<file path="config.mk">
export PLATFORM = sky130hd
export DESIGN_NAME = waveform_crossfade_splice
export DESIGN_NICKNAME = d
export VERILOG_FILES = /design/src/design/wcs_pkg.sv /design/src/design/waveform_crossfade_splice.sv /design/src/design/wcs_front.sv /design/src/design/wcs_queue.sv /design/src/design/wcs_back.sv
export SDC_FILE = /design/constraint.sdc
export NUM_CORES = 2
export LEC_CHECK = 0
export BUFFER_PORTS_ARGS = -buffer_cell sky130_fd_sc_hd__buf_4
export CELL_PAD_IN_SITES_DETAIL_PLACEMENT = 1
export CELL_PAD_IN_SITES_GLOBAL_PLACEMENT = 1
export CORE_MARGIN = 10
export CORE_UTILIZATION = 35
export CTS_CLUSTER_SIZE = 28
export DETAILED_ROUTE_END_ITERATION = 10
export GPL_TIMING_DRIVEN = 0
export PLACE_DENSITY_LB_ADDON = 0.1
export SLEW_MARGIN = 20
export SYNTH_ARGS = -nofsm -noshare
export SYNTH_HDL_FRONTEND = slang
export SYNTH_SLANG_ARGS = --single-unit
</file>
<file path="constraint.sdc">
create_clock -name clk_i -period 6.7 [get_ports clk_i]
set_input_delay 1.34 -clock clk_i [delete_from_list [all_inputs] [get_ports clk_i]]
set_output_delay 1.34 -clock clk_i [all_outputs]
set_load 0.01 [all_outputs]
</file>
<file path="src/design/wcs_pkg.sv">
// wcs_pkg: shared types and constants of the crossfade splice block
// used by wcs_front, wcs_queue, wcs_back and waveform_crossfade_splice
package wcs_pkg;

  localparam int CFG_IDX_W   = 3;
  localparam int CFG_CH_W    = 4;
  localparam int CFG_FRAME_W = 24;
  localparam int DEN_W       = CFG_FRAME_W + 1;

  localparam logic [CFG_IDX_W-1:0] CFG_CHANNEL_COUNT = 3'd0;
  localparam logic [CFG_IDX_W-1:0] CFG_CLIP_FRAMES   = 3'd1;
  localparam logic [CFG_IDX_W-1:0] CFG_EDIT_START    = 3'd2;
  localparam logic [CFG_IDX_W-1:0] CFG_EDIT_END      = 3'd3;
  localparam logic [CFG_IDX_W-1:0] CFG_FADE_FRAMES   = 3'd4;

  localparam int RAMP_PAD             = 1;
  localparam int W_FRAC               = 16;
  localparam int W_W                  = W_FRAC + 1;
  localparam logic [W_W-1:0] WEIGHT_ONE = {1'b1, {W_FRAC{1'b0}}};
  localparam int RND_BIAS             = 1 << (W_FRAC - 1);

  localparam int SETTLE_CYCLES = 3;
  localparam int SETTLE_W      = 2;
  localparam int QUEUE_DEPTH   = 2;

  typedef enum logic [1:0] {
    REG_OUTSIDE,
    REG_INSIDE,
    REG_LEFT,
    REG_RIGHT
  } region_e;

  typedef enum logic [1:0] {
    ST_IDLE,
    ST_DIV,
    ST_MUL,
    ST_SUM
  } back_state_e;

  typedef struct packed {
    logic             last;
    logic             past;
    region_e          region;
    logic [DEN_W-1:0] num;
    logic [DEN_W-1:0] den;
  } job_t;

endpackage

</file>
<file path="src/design/waveform_crossfade_splice.sv">
// waveform_crossfade_splice: top level of the crossfade splice block
// depends on wcs_pkg, wcs_front, wcs_queue and wcs_back
//
// Splices a generated track into a source track, one interleaved channel value per
// transfer, with linear Q0.16 ramps of up to fade_frames frames on each side of the
// clamped edit window; every input transfer gives exactly one result transfer. The
// front accepts one item a cycle while its two-entry queue has room and no
// configuration write is settling. The back takes one item at a time: load, a divide
// for ramp items (a serial divider makes one weight bit a cycle), multiply, then
// round and saturate into the result register once the previous result is popped.
// After any configuration write, full stays high while the window bounds settle.
module waveform_crossfade_splice #(
  parameter int MAX_CHANNELS     = 8,
  parameter int SAMPLE_BITS      = 16,
  parameter int FRAME_COUNT_BITS = 24
) (
  input  logic                            clk_i,
  input  logic                            rst_ni,
  input  logic                            cfg_we_i,
  input  logic [wcs_pkg::CFG_IDX_W-1:0]   cfg_addr_i,
  input  logic [wcs_pkg::CFG_FRAME_W-1:0] cfg_wdata_i,
  input  logic                            push,
  output logic                            full,
  input  logic signed [SAMPLE_BITS-1:0]   gen_sample_i,
  input  logic signed [SAMPLE_BITS-1:0]   src_sample_i,
  input  logic                            last_of_clip_i,
  output logic                            empty,
  input  logic                            pop,
  output logic signed [SAMPLE_BITS-1:0]   spliced_sample_o,
  output logic                            past_end_o,
  output logic                            end_of_clip_o
);
  import wcs_pkg::*;

  localparam int JOB_W = $bits(job_t);
  localparam int ENT_W = 2 * SAMPLE_BITS + JOB_W;

  job_t                          front_job, back_job;
  logic                          q_push, q_pop, q_full, q_empty;
  logic [ENT_W-1:0]              q_wdata, q_rdata;
  logic signed [SAMPLE_BITS-1:0] q_gen, q_src;

  wcs_front #(
    .MAX_CHANNELS     (MAX_CHANNELS),
    .FRAME_COUNT_BITS (FRAME_COUNT_BITS)
  ) u_front (
    .clk_i       (clk_i),
    .rst_ni      (rst_ni),
    .cfg_we_i    (cfg_we_i),
    .cfg_addr_i  (cfg_addr_i),
    .cfg_wdata_i (cfg_wdata_i),
    .push_i      (push),
    .last_i      (last_of_clip_i),
    .q_full_i    (q_full),
    .full_o      (full),
    .q_push_o    (q_push),
    .job_o       (front_job)
  );

  assign q_wdata = {gen_sample_i, src_sample_i, front_job};

  wcs_queue #(
    .WIDTH (ENT_W)
  ) u_queue (
    .clk_i   (clk_i),
    .rst_ni  (rst_ni),
    .push_i  (q_push),
    .wdata_i (q_wdata),
    .pop_i   (q_pop),
    .rdata_o (q_rdata),
    .empty_o (q_empty),
    .full_o  (q_full)
  );

  assign q_gen    = $signed(q_rdata[ENT_W-1 -: SAMPLE_BITS]);
  assign q_src    = $signed(q_rdata[JOB_W +: SAMPLE_BITS]);
  assign back_job = q_rdata[JOB_W-1:0];

  wcs_back #(
    .SAMPLE_BITS (SAMPLE_BITS)
  ) u_back (
    .clk_i            (clk_i),
    .rst_ni           (rst_ni),
    .q_empty_i        (q_empty),
    .q_pop_o          (q_pop),
    .gen_i            (q_gen),
    .src_i            (q_src),
    .job_i            (back_job),
    .out_pop_i        (pop),
    .out_empty_o      (empty),
    .spliced_sample_o (spliced_sample_o),
    .past_end_o       (past_end_o),
    .end_of_clip_o    (end_of_clip_o)
  );

endmodule

</file>
<file path="src/design/wcs_front.sv">
// wcs_front: configuration registers, window bounds, position counters and item classification
// depends on wcs_pkg
module wcs_front #(
  parameter int MAX_CHANNELS     = 8,
  parameter int FRAME_COUNT_BITS = 24
) (
  input  logic                                clk_i,
  input  logic                                rst_ni,
  input  logic                                cfg_we_i,
  input  logic [wcs_pkg::CFG_IDX_W-1:0]       cfg_addr_i,
  input  logic [wcs_pkg::CFG_FRAME_W-1:0]     cfg_wdata_i,
  input  logic                                push_i,
  input  logic                                last_i,
  input  logic                                q_full_i,
  output logic                                full_o,
  output logic                                q_push_o,
  output wcs_pkg::job_t                       job_o
);
  import wcs_pkg::*;

  localparam int CH_W  = (MAX_CHANNELS > 1) ? $clog2(MAX_CHANNELS) : 1;
  localparam int CMP_W = (CH_W + 1 > CFG_CH_W) ? CH_W + 1 : CFG_CH_W;
  localparam int FW    = FRAME_COUNT_BITS;
  localparam int XW    = (FW > DEN_W) ? FW : DEN_W;

  logic [CFG_CH_W-1:0]    ch_count_q;
  logic [CFG_FRAME_W-1:0] clip_q, edit_start_q, edit_end_q, fade_q;
  logic [CFG_FRAME_W-1:0] es_q, ee_q, fs_q, fe_q;
  logic [CFG_FRAME_W-1:0] es_d, ee_d, fs_d, fe_d;
  logic [CFG_FRAME_W:0]   fe_sum;
  logic [DEN_W-1:0]       dl_q, dr_q, dl_d, dr_d;
  logic [SETTLE_W-1:0]    settle_q;
  logic [CH_W-1:0]        chan_q;
  logic [FW-1:0]          frame_q;
  logic [CMP_W-1:0]       ch_eff, ch_cfg;
  logic                   chan_wrap;
  logic [XW-1:0]          f_x, s_x, es_x, ee_x, fs_x, fe_x;

  // configuration registers
  always_ff @(posedge clk_i or negedge rst_ni) begin
    if (!rst_ni) begin
      ch_count_q   <= CFG_CH_W'(1);
      clip_q       <= CFG_FRAME_W'(1);
      edit_start_q <= '0;
      edit_end_q   <= '0;
      fade_q       <= '0;
    end else if (cfg_we_i) begin
      unique case (cfg_addr_i)
        CFG_CHANNEL_COUNT: ch_count_q   <= cfg_wdata_i[CFG_CH_W-1:0];
        CFG_CLIP_FRAMES:   clip_q       <= cfg_wdata_i;
        CFG_EDIT_START:    edit_start_q <= cfg_wdata_i;
        CFG_EDIT_END:      edit_end_q   <= cfg_wdata_i;
        CFG_FADE_FRAMES:   fade_q       <= cfg_wdata_i;
        default: ;
      endcase
    end
  end

  // window bounds, settled over three stages
  always_comb begin
    es_d = (edit_start_q < clip_q) ? edit_start_q : clip_q;
    if (edit_end_q < es_d) begin
      ee_d = es_d;
    end else if (edit_end_q > clip_q) begin
      ee_d = clip_q;
    end else begin
      ee_d = edit_end_q;
    end
    fs_d   = (es_q > fade_q) ? es_q - fade_q : '0;
    fe_sum = {1'b0, ee_q} + {1'b0, fade_q};
    fe_d   = (fe_sum > {1'b0, clip_q}) ? clip_q : fe_sum[CFG_FRAME_W-1:0];
    dl_d   = {1'b0, es_q} - {1'b0, fs_q} + DEN_W'(RAMP_PAD);
    dr_d   = {1'b0, fe_q} - {1'b0, ee_q} + DEN_W'(RAMP_PAD);
  end

  always_ff @(posedge clk_i or negedge rst_ni) begin
    if (!rst_ni) begin
      es_q     <= '0;
      ee_q     <= '0;
      fs_q     <= '0;
      fe_q     <= '0;
      dl_q     <= DEN_W'(RAMP_PAD);
      dr_q     <= DEN_W'(RAMP_PAD);
      settle_q <= '0;
    end else begin
      es_q <= es_d;
      ee_q <= ee_d;
      fs_q <= fs_d;
      fe_q <= fe_d;
      dl_q <= dl_d;
      dr_q <= dr_d;
      if (cfg_we_i) begin
        settle_q <= SETTLE_W'(SETTLE_CYCLES);
      end else if (settle_q != '0) begin
        settle_q <= settle_q - SETTLE_W'(1);
      end
    end
  end

  assign full_o   = q_full_i || (settle_q != '0);
  assign q_push_o = push_i && !full_o;

  // position counters
  always_comb begin
    ch_cfg = CMP_W'(ch_count_q);
    if (ch_cfg == '0) begin
      ch_eff = CMP_W'(1);
    end else if (ch_cfg > CMP_W'(MAX_CHANNELS)) begin
      ch_eff = CMP_W'(MAX_CHANNELS);
    end else begin
      ch_eff = ch_cfg;
    end
    chan_wrap = (CMP_W'(chan_q) + CMP_W'(1)) >= ch_eff;
  end

  always_ff @(posedge clk_i or negedge rst_ni) begin
    if (!rst_ni) begin
      chan_q  <= '0;
      frame_q <= '0;
    end else if (q_push_o) begin
      if (last_i) begin
        chan_q  <= '0;
        frame_q <= '0;
      end else if (chan_wrap) begin
        chan_q <= '0;
        if (frame_q != '1) begin
          frame_q <= frame_q + FW'(1);
        end
      end else begin
        chan_q <= chan_q + CH_W'(1);
      end
    end
  end

  // classification of the current frame
  always_comb begin
    f_x  = XW'(frame_q);
    s_x  = XW'(clip_q);
    es_x = XW'(es_q);
    ee_x = XW'(ee_q);
    fs_x = XW'(fs_q);
    fe_x = XW'(fe_q);
    job_o.last   = last_i;
    job_o.past   = f_x >= s_x;
    job_o.region = REG_OUTSIDE;
    job_o.num    = '0;
    job_o.den    = dl_q;
    priority if (f_x >= es_x && f_x < ee_x) begin
      job_o.region = REG_INSIDE;
    end else if (f_x >= fs_x && f_x < es_x) begin
      job_o.region = REG_LEFT;
      job_o.num    = DEN_W'(f_x - fs_x + XW'(RAMP_PAD));
      job_o.den    = dl_q;
    end else if (f_x >= ee_x && f_x < fe_x) begin
      job_o.region = REG_RIGHT;
      job_o.num    = DEN_W'(fe_x - f_x);
      job_o.den    = dr_q;
    end else begin
      job_o.region = REG_OUTSIDE;
    end
  end

endmodule

</file>
<file path="src/design/wcs_queue.sv">
// wcs_queue: short register queue between the front and back parts
// depends on wcs_pkg
module wcs_queue #(
  parameter int WIDTH = 8
) (
  input  logic             clk_i,
  input  logic             rst_ni,
  input  logic             push_i,
  input  logic [WIDTH-1:0] wdata_i,
  input  logic             pop_i,
  output logic [WIDTH-1:0] rdata_o,
  output logic             empty_o,
  output logic             full_o
);
  import wcs_pkg::*;

  localparam int PTR_W = (QUEUE_DEPTH > 1) ? $clog2(QUEUE_DEPTH) : 1;
  localparam int CNT_W = $clog2(QUEUE_DEPTH + 1);

  logic [WIDTH-1:0] mem_q [QUEUE_DEPTH];
  logic [PTR_W-1:0] wr_ptr_q, rd_ptr_q;
  logic [CNT_W-1:0] count_q;
  logic             do_push, do_pop;

  assign empty_o = (count_q == '0);
  assign full_o  = (count_q == CNT_W'(QUEUE_DEPTH));
  assign do_push = push_i && !full_o;
  assign do_pop  = pop_i && !empty_o;
  assign rdata_o = mem_q[rd_ptr_q];

  always_ff @(posedge clk_i) begin
    if (do_push) begin
      mem_q[wr_ptr_q] <= wdata_i;
    end
  end

  always_ff @(posedge clk_i or negedge rst_ni) begin
    if (!rst_ni) begin
      wr_ptr_q <= '0;
      rd_ptr_q <= '0;
      count_q  <= '0;
    end else begin
      if (do_push) begin
        wr_ptr_q <= (wr_ptr_q == PTR_W'(QUEUE_DEPTH - 1)) ? '0 : wr_ptr_q + PTR_W'(1);
      end
      if (do_pop) begin
        rd_ptr_q <= (rd_ptr_q == PTR_W'(QUEUE_DEPTH - 1)) ? '0 : rd_ptr_q + PTR_W'(1);
      end
      if (do_push && !do_pop) begin
        count_q <= count_q + CNT_W'(1);
      end else if (do_pop && !do_push) begin
        count_q <= count_q - CNT_W'(1);
      end
    end
  end

endmodule

</file>
<file path="src/design/wcs_back.sv">
// wcs_back: ramp weight divider, blend multiplier, rounding, saturation and result register
// depends on wcs_pkg
module wcs_back #(
  parameter int SAMPLE_BITS = 16
) (
  input  logic                          clk_i,
  input  logic                          rst_ni,
  input  logic                          q_empty_i,
  output logic                          q_pop_o,
  input  logic signed [SAMPLE_BITS-1:0] gen_i,
  input  logic signed [SAMPLE_BITS-1:0] src_i,
  input  wcs_pkg::job_t                 job_i,
  input  logic                          out_pop_i,
  output logic                          out_empty_o,
  output logic signed [SAMPLE_BITS-1:0] spliced_sample_o,
  output logic                          past_end_o,
  output logic                          end_of_clip_o
);
  import wcs_pkg::*;

  localparam int STEP_W = $clog2(W_FRAC);
  localparam int DW     = SAMPLE_BITS + 1;
  localparam int PW     = SAMPLE_BITS + W_W + 2;
  localparam int AW     = PW + 1;
  localparam int RW     = AW - W_FRAC;
  localparam logic signed [SAMPLE_BITS-1:0] S_MAX = {1'b0, {(SAMPLE_BITS-1){1'b1}}};
  localparam logic signed [SAMPLE_BITS-1:0] S_MIN = {1'b1, {(SAMPLE_BITS-1){1'b0}}};

  back_state_e state_q, state_d;

  logic signed [SAMPLE_BITS-1:0] gen_q, src_q;
  logic signed [DW-1:0]          diff_q;
  logic                          last_q, past_q;
  logic [DEN_W-1:0]              rem_q, den_q, rem_next;
  logic [DEN_W:0]                rem_dbl;
  logic                          quot_bit;
  logic [W_FRAC-1:0]             quot_q;
  logic [STEP_W-1:0]             step_q;
  logic [W_W-1:0]                w_q;
  logic signed [PW-1:0]          prod_q;
  logic signed [AW-1:0]          acc;
  logic signed [RW-1:0]          res;
  logic signed [SAMPLE_BITS-1:0] sat;
  logic                          out_valid_q, out_load;

  always_ff @(posedge clk_i or negedge rst_ni) begin
    if (!rst_ni) begin
      state_q <= ST_IDLE;
    end else begin
      state_q <= state_d;
    end
  end

  always_comb begin
    state_d  = state_q;
    q_pop_o  = 1'b0;
    out_load = 1'b0;
    unique case (state_q)
      ST_IDLE: begin
        if (!q_empty_i) begin
          q_pop_o = 1'b1;
          if (job_i.region == REG_LEFT || job_i.region == REG_RIGHT) begin
            state_d = ST_DIV;
          end else begin
            state_d = ST_MUL;
          end
        end
      end
      ST_DIV: begin
        if (step_q == '0) begin
          state_d = ST_MUL;
        end
      end
      ST_MUL: state_d = ST_SUM;
      ST_SUM: begin
        if (!out_valid_q || out_pop_i) begin
          out_load = 1'b1;
          state_d  = ST_IDLE;
        end
      end
      default: state_d = ST_IDLE;
    endcase
  end

  // restoring divide, one weight bit a cycle
  always_comb begin
    rem_dbl  = {rem_q, 1'b0};
    quot_bit = rem_dbl >= {1'b0, den_q};
    rem_next = quot_bit ? DEN_W'(rem_dbl - {1'b0, den_q}) : rem_dbl[DEN_W-1:0];
  end

  always_ff @(posedge clk_i) begin
    if (q_pop_o) begin
      gen_q  <= gen_i;
      src_q  <= src_i;
      diff_q <= DW'(gen_i) - DW'(src_i);
      last_q <= job_i.last;
      past_q <= job_i.past;
      rem_q  <= job_i.num;
      den_q  <= job_i.den;
      quot_q <= '0;
      step_q <= STEP_W'(W_FRAC - 1);
      w_q    <= (job_i.region == REG_INSIDE) ? WEIGHT_ONE : '0;
    end else if (state_q == ST_DIV) begin
      rem_q  <= rem_next;
      quot_q <= {quot_q[W_FRAC-2:0], quot_bit};
      step_q <= step_q - STEP_W'(1);
      if (step_q == '0) begin
        w_q <= {1'b0, quot_q[W_FRAC-2:0], quot_bit};
      end
    end
    if (state_q == ST_MUL) begin
      prod_q <= $signed({1'b0, w_q}) * diff_q;
    end
  end

  // round half up and saturate
  always_comb begin
    acc = (AW'(src_q) <<< W_FRAC) + AW'(prod_q) + AW'(RND_BIAS);
    res = $signed(acc[AW-1:W_FRAC]);
    if (res > RW'(S_MAX)) begin
      sat = S_MAX;
    end else if (res < RW'(S_MIN)) begin
      sat = S_MIN;
    end else begin
      sat = res[SAMPLE_BITS-1:0];
    end
  end

  always_ff @(posedge clk_i) begin
    if (out_load) begin
      spliced_sample_o <= past_q ? gen_q : sat;
      past_end_o       <= past_q;
      end_of_clip_o    <= last_q;
    end
  end

  always_ff @(posedge clk_i or negedge rst_ni) begin
    if (!rst_ni) begin
      out_valid_q <= 1'b0;
    end else if (out_load) begin
      out_valid_q <= 1'b1;
    end else if (out_pop_i) begin
      out_valid_q <= 1'b0;
    end
  end

  assign out_empty_o = !out_valid_q;

endmodule

</file>
==> results.ini <==
[timing]
setup-tns-final_ns = -0.164
whs_ns = 0.429
period_needed_ns = 6.83
fin_skew_ns = 0.0549
hold_viol_final = 0
worstMarginPinSlew_ns = 1.11
maxSlewViolCount = 0
rsz0062_at_grt = true
setup_viol = 2
fin_ws_ns = -0.130
max-slew-margin-rel = 0.251
min_period_over_period = 1.02
fmax_ghz = 0.146

[grt]
grt_max_degree = 81
grt_pass1_wl_mm = 223
antenna_found_initial = 1
globalRouteTotalUtil = 0.194
gr-total-overflow = 0
grt_pass1_vias = 37300

[die]
start_util = 0.353
fp-row-count = 134
coreArea_sq_um = 134000
die_width_um = 387
pin_count = 85
die-area_sq_um = 150000
die_h_um = 387

[routing]
antenna_left = 0
dr.pass1.iters = 4
dr_total_vias = 33400
route.detailed.drc = 0
drt_iter0_drc = 1241
wl_per_cell_um = 22.4
routed_wl_mm = 147
via_per_inst = 5.08

[outcome]
outcome = complete, but fails checks
violations = negative setup slack

[clock_tree]
htreeDepth = 3
clk_latency_ns = 0.68
cts_tree = yes
clkSinkCount = 629
hold_buffers = 0
cts_buffer_depth = 3
path_clk_slew_ns = 0.06
clockRootBuffer = clkbuf_16
cts_buffers = 79

[worst_hold_path]
whs_path_depth = 0
hp-start = u_back.last_q$_DFFE_PP_
hp-class = reg -> reg

[critical_path]
path_common_cell = fa_1
start_kind = flip-flop
rrSetupSlack_ns = -0.13
crit_buf_inv = 6
r2r_cells = 24
slowest_delay_ns = 0.57
worst_ep_required_time_ns = 7.13
startpoint = u_back.diff_q[3]$_DFFE_PP_
critPathArrivalTime_ns = 7.26
worstSetupEndpointType = flip-flop
crit_type = reg -> reg
r2r-end = u_back.prod_q[32]$_DFFE_PP_
timing.rr.start = u_back.diff_q[3]$_DFFE_PP_
critPathSlowestCell = fa_1
cp_max_fo = 4
crit_chain = clkbuf_8, buf_12, nand2_2, fa_1, fa_1, fa_1, inv_2, fa_2, fa_1, inv_1, fa_1, inv_1, ha_2, a21o_1, or3_4, a221oi_4, o31ai_4, a41oi_4, buf_12, o21ai_4, a311o_1, a21o_1, a21oi_2, xnor2_1
cp.depth = 24
cp_top_family = adder cells
critPathCapture = u_back.prod_q[32]$_DFFE_PP_

[placement]
portBuffers = 84
gp_congestion = 0.870
dp_hpwl_mm = 120

[yosys]
yosys_warnings = 0
avgSynthCellArea_sq_um = 10.5
synth_cells = 4497
synth-edff-count = 328
syn_nets = 5384
synthFlopType = edfxtp_1
ys_seq_area_frac = 0.366
synth-seq-cells = 629
ys_types = 91
ys_async_sr_fraction = 0.448
netlist_area_sq_um = 47200

[final_layout]
nFillCells = 14800
seq_area_sq_um = 17300
nets = 5630
mostFrequentLayoutCells = 572 x ha_1, 563 x inv_1, 330 x nand2_1
drive_gt1_frac = 0.110
antenna_cells = 0
multi_input_area_sq_um = 27700
mostFrequentLayoutCell = ha_1
area_delta_synth_final_pct = 14.8

[run]
cap_viol_max_count = 0

## flip-flops by register name (all words and copies together) (netlist names), 25 cells and up
signal,flops
u_front.dr_q,25
u_back.rem_q,25
u_back.den_q,25
u_front.dl_q,25
u_queue.mem_q,172
## cells by family (layout without fill, tap and decap cells)
group                      after synthesis  after routing  share of synthesized area
muxes                                  268            268                     0.0606
DFF                                    629            629                      0.366
xor gates and xnor gates               216            216                     0.0401
AOI/OAI and AO/OA                      812            812                      0.112
and+or+nand+nor                       1071           1071                      0.110
adders and majority gates              822            822                      0.256
buffers and inverters                  679            992                     0.0548
## layer usage
metal,vias up,share of wire,global-route usage
li1,16100,-,-
met1,16800,0.41,0.218
met2,368,0.54,0.372
met3,182,0.020,0.0214
met4,0,0.039,0.0709
met5,-,0,0
## through the flow
| stage | util | setup slack, ns | std cells | cell area (sq um) |
|---|---|---|---|---|
| after floorplan | - | 0.0285 | 4497 | 47200 |
| after global placement | 0.374 | -2.62 | 6349 | 50100 |
| after detailed placement | 0.377 | -1.52 | 6361 | 50400 |
| after CTS | 0.403 | -0.0957 | 6558 | 54000 |
| after global routing | 0.405 | -0.302 | 6578 | 54200 |
| final | 0.405 | -0.130 | 6578 | 54200 |
## area by class of cell
| class | instances | share of cell area |
|---|---|---|
| inverters | 576 | 0.0399 |
| clock inverters | 50 | 0.0114 |
| multi-input cells | 3189 | 0.510 |
| repair buffers | 167 | 0.0280 |
| plain buffers | 101 | 0.0121 |
| clock buffers | 98 | 0.0389 |
| well taps | 1768 | 0.0408 |
| flip-flops and latches | 629 | 0.319 |
## Yosys cell counts (105+ instances only)
cell	instances	share of area
a21o_1	111	0.018
a21oi_1	207	0.022
and2_1	162	0.021
dfrtp_1	278	0.15
edfxtp_1	328	0.21
fa_1	243	0.10
ha_1	579	0.15
inv_1	573	0.046
mux2_2	105	0.025
mux2i_1	125	0.026
nand2_1	337	0.027
nor2_1	239	0.019
o21ai_0	170	0.018
xnor2_1	151	0.028
## what timing repair did
item,4_1_cts,5_1_grt
hold endpoints to repair,0,0
cloned,0,0
resized for setup,111,34
setup endpoints to repair,35,43
buffers inserted,51,21
pin swaps,46,34
## worst min path at each step
stage,end,slack (ns)
after detailed placement,u_back.end_of_clip_o$_DFFE_PP_,0.42
after floorplan,u_back.end_of_clip_o$_DFFE_PP_,0.40
after CTS,u_back.end_of_clip_o$_DFFE_PP_,0.43
after global placement,u_back.end_of_clip_o$_DFFE_PP_,0.43
after global routing,u_back.end_of_clip_o$_DFFE_PP_,0.44
final,u_back.end_of_clip_o$_DFFE_PP_,0.43
Power is not shown: default switching activity piles up to over one toggle a cycle in this logic, so the estimate is an artifact.
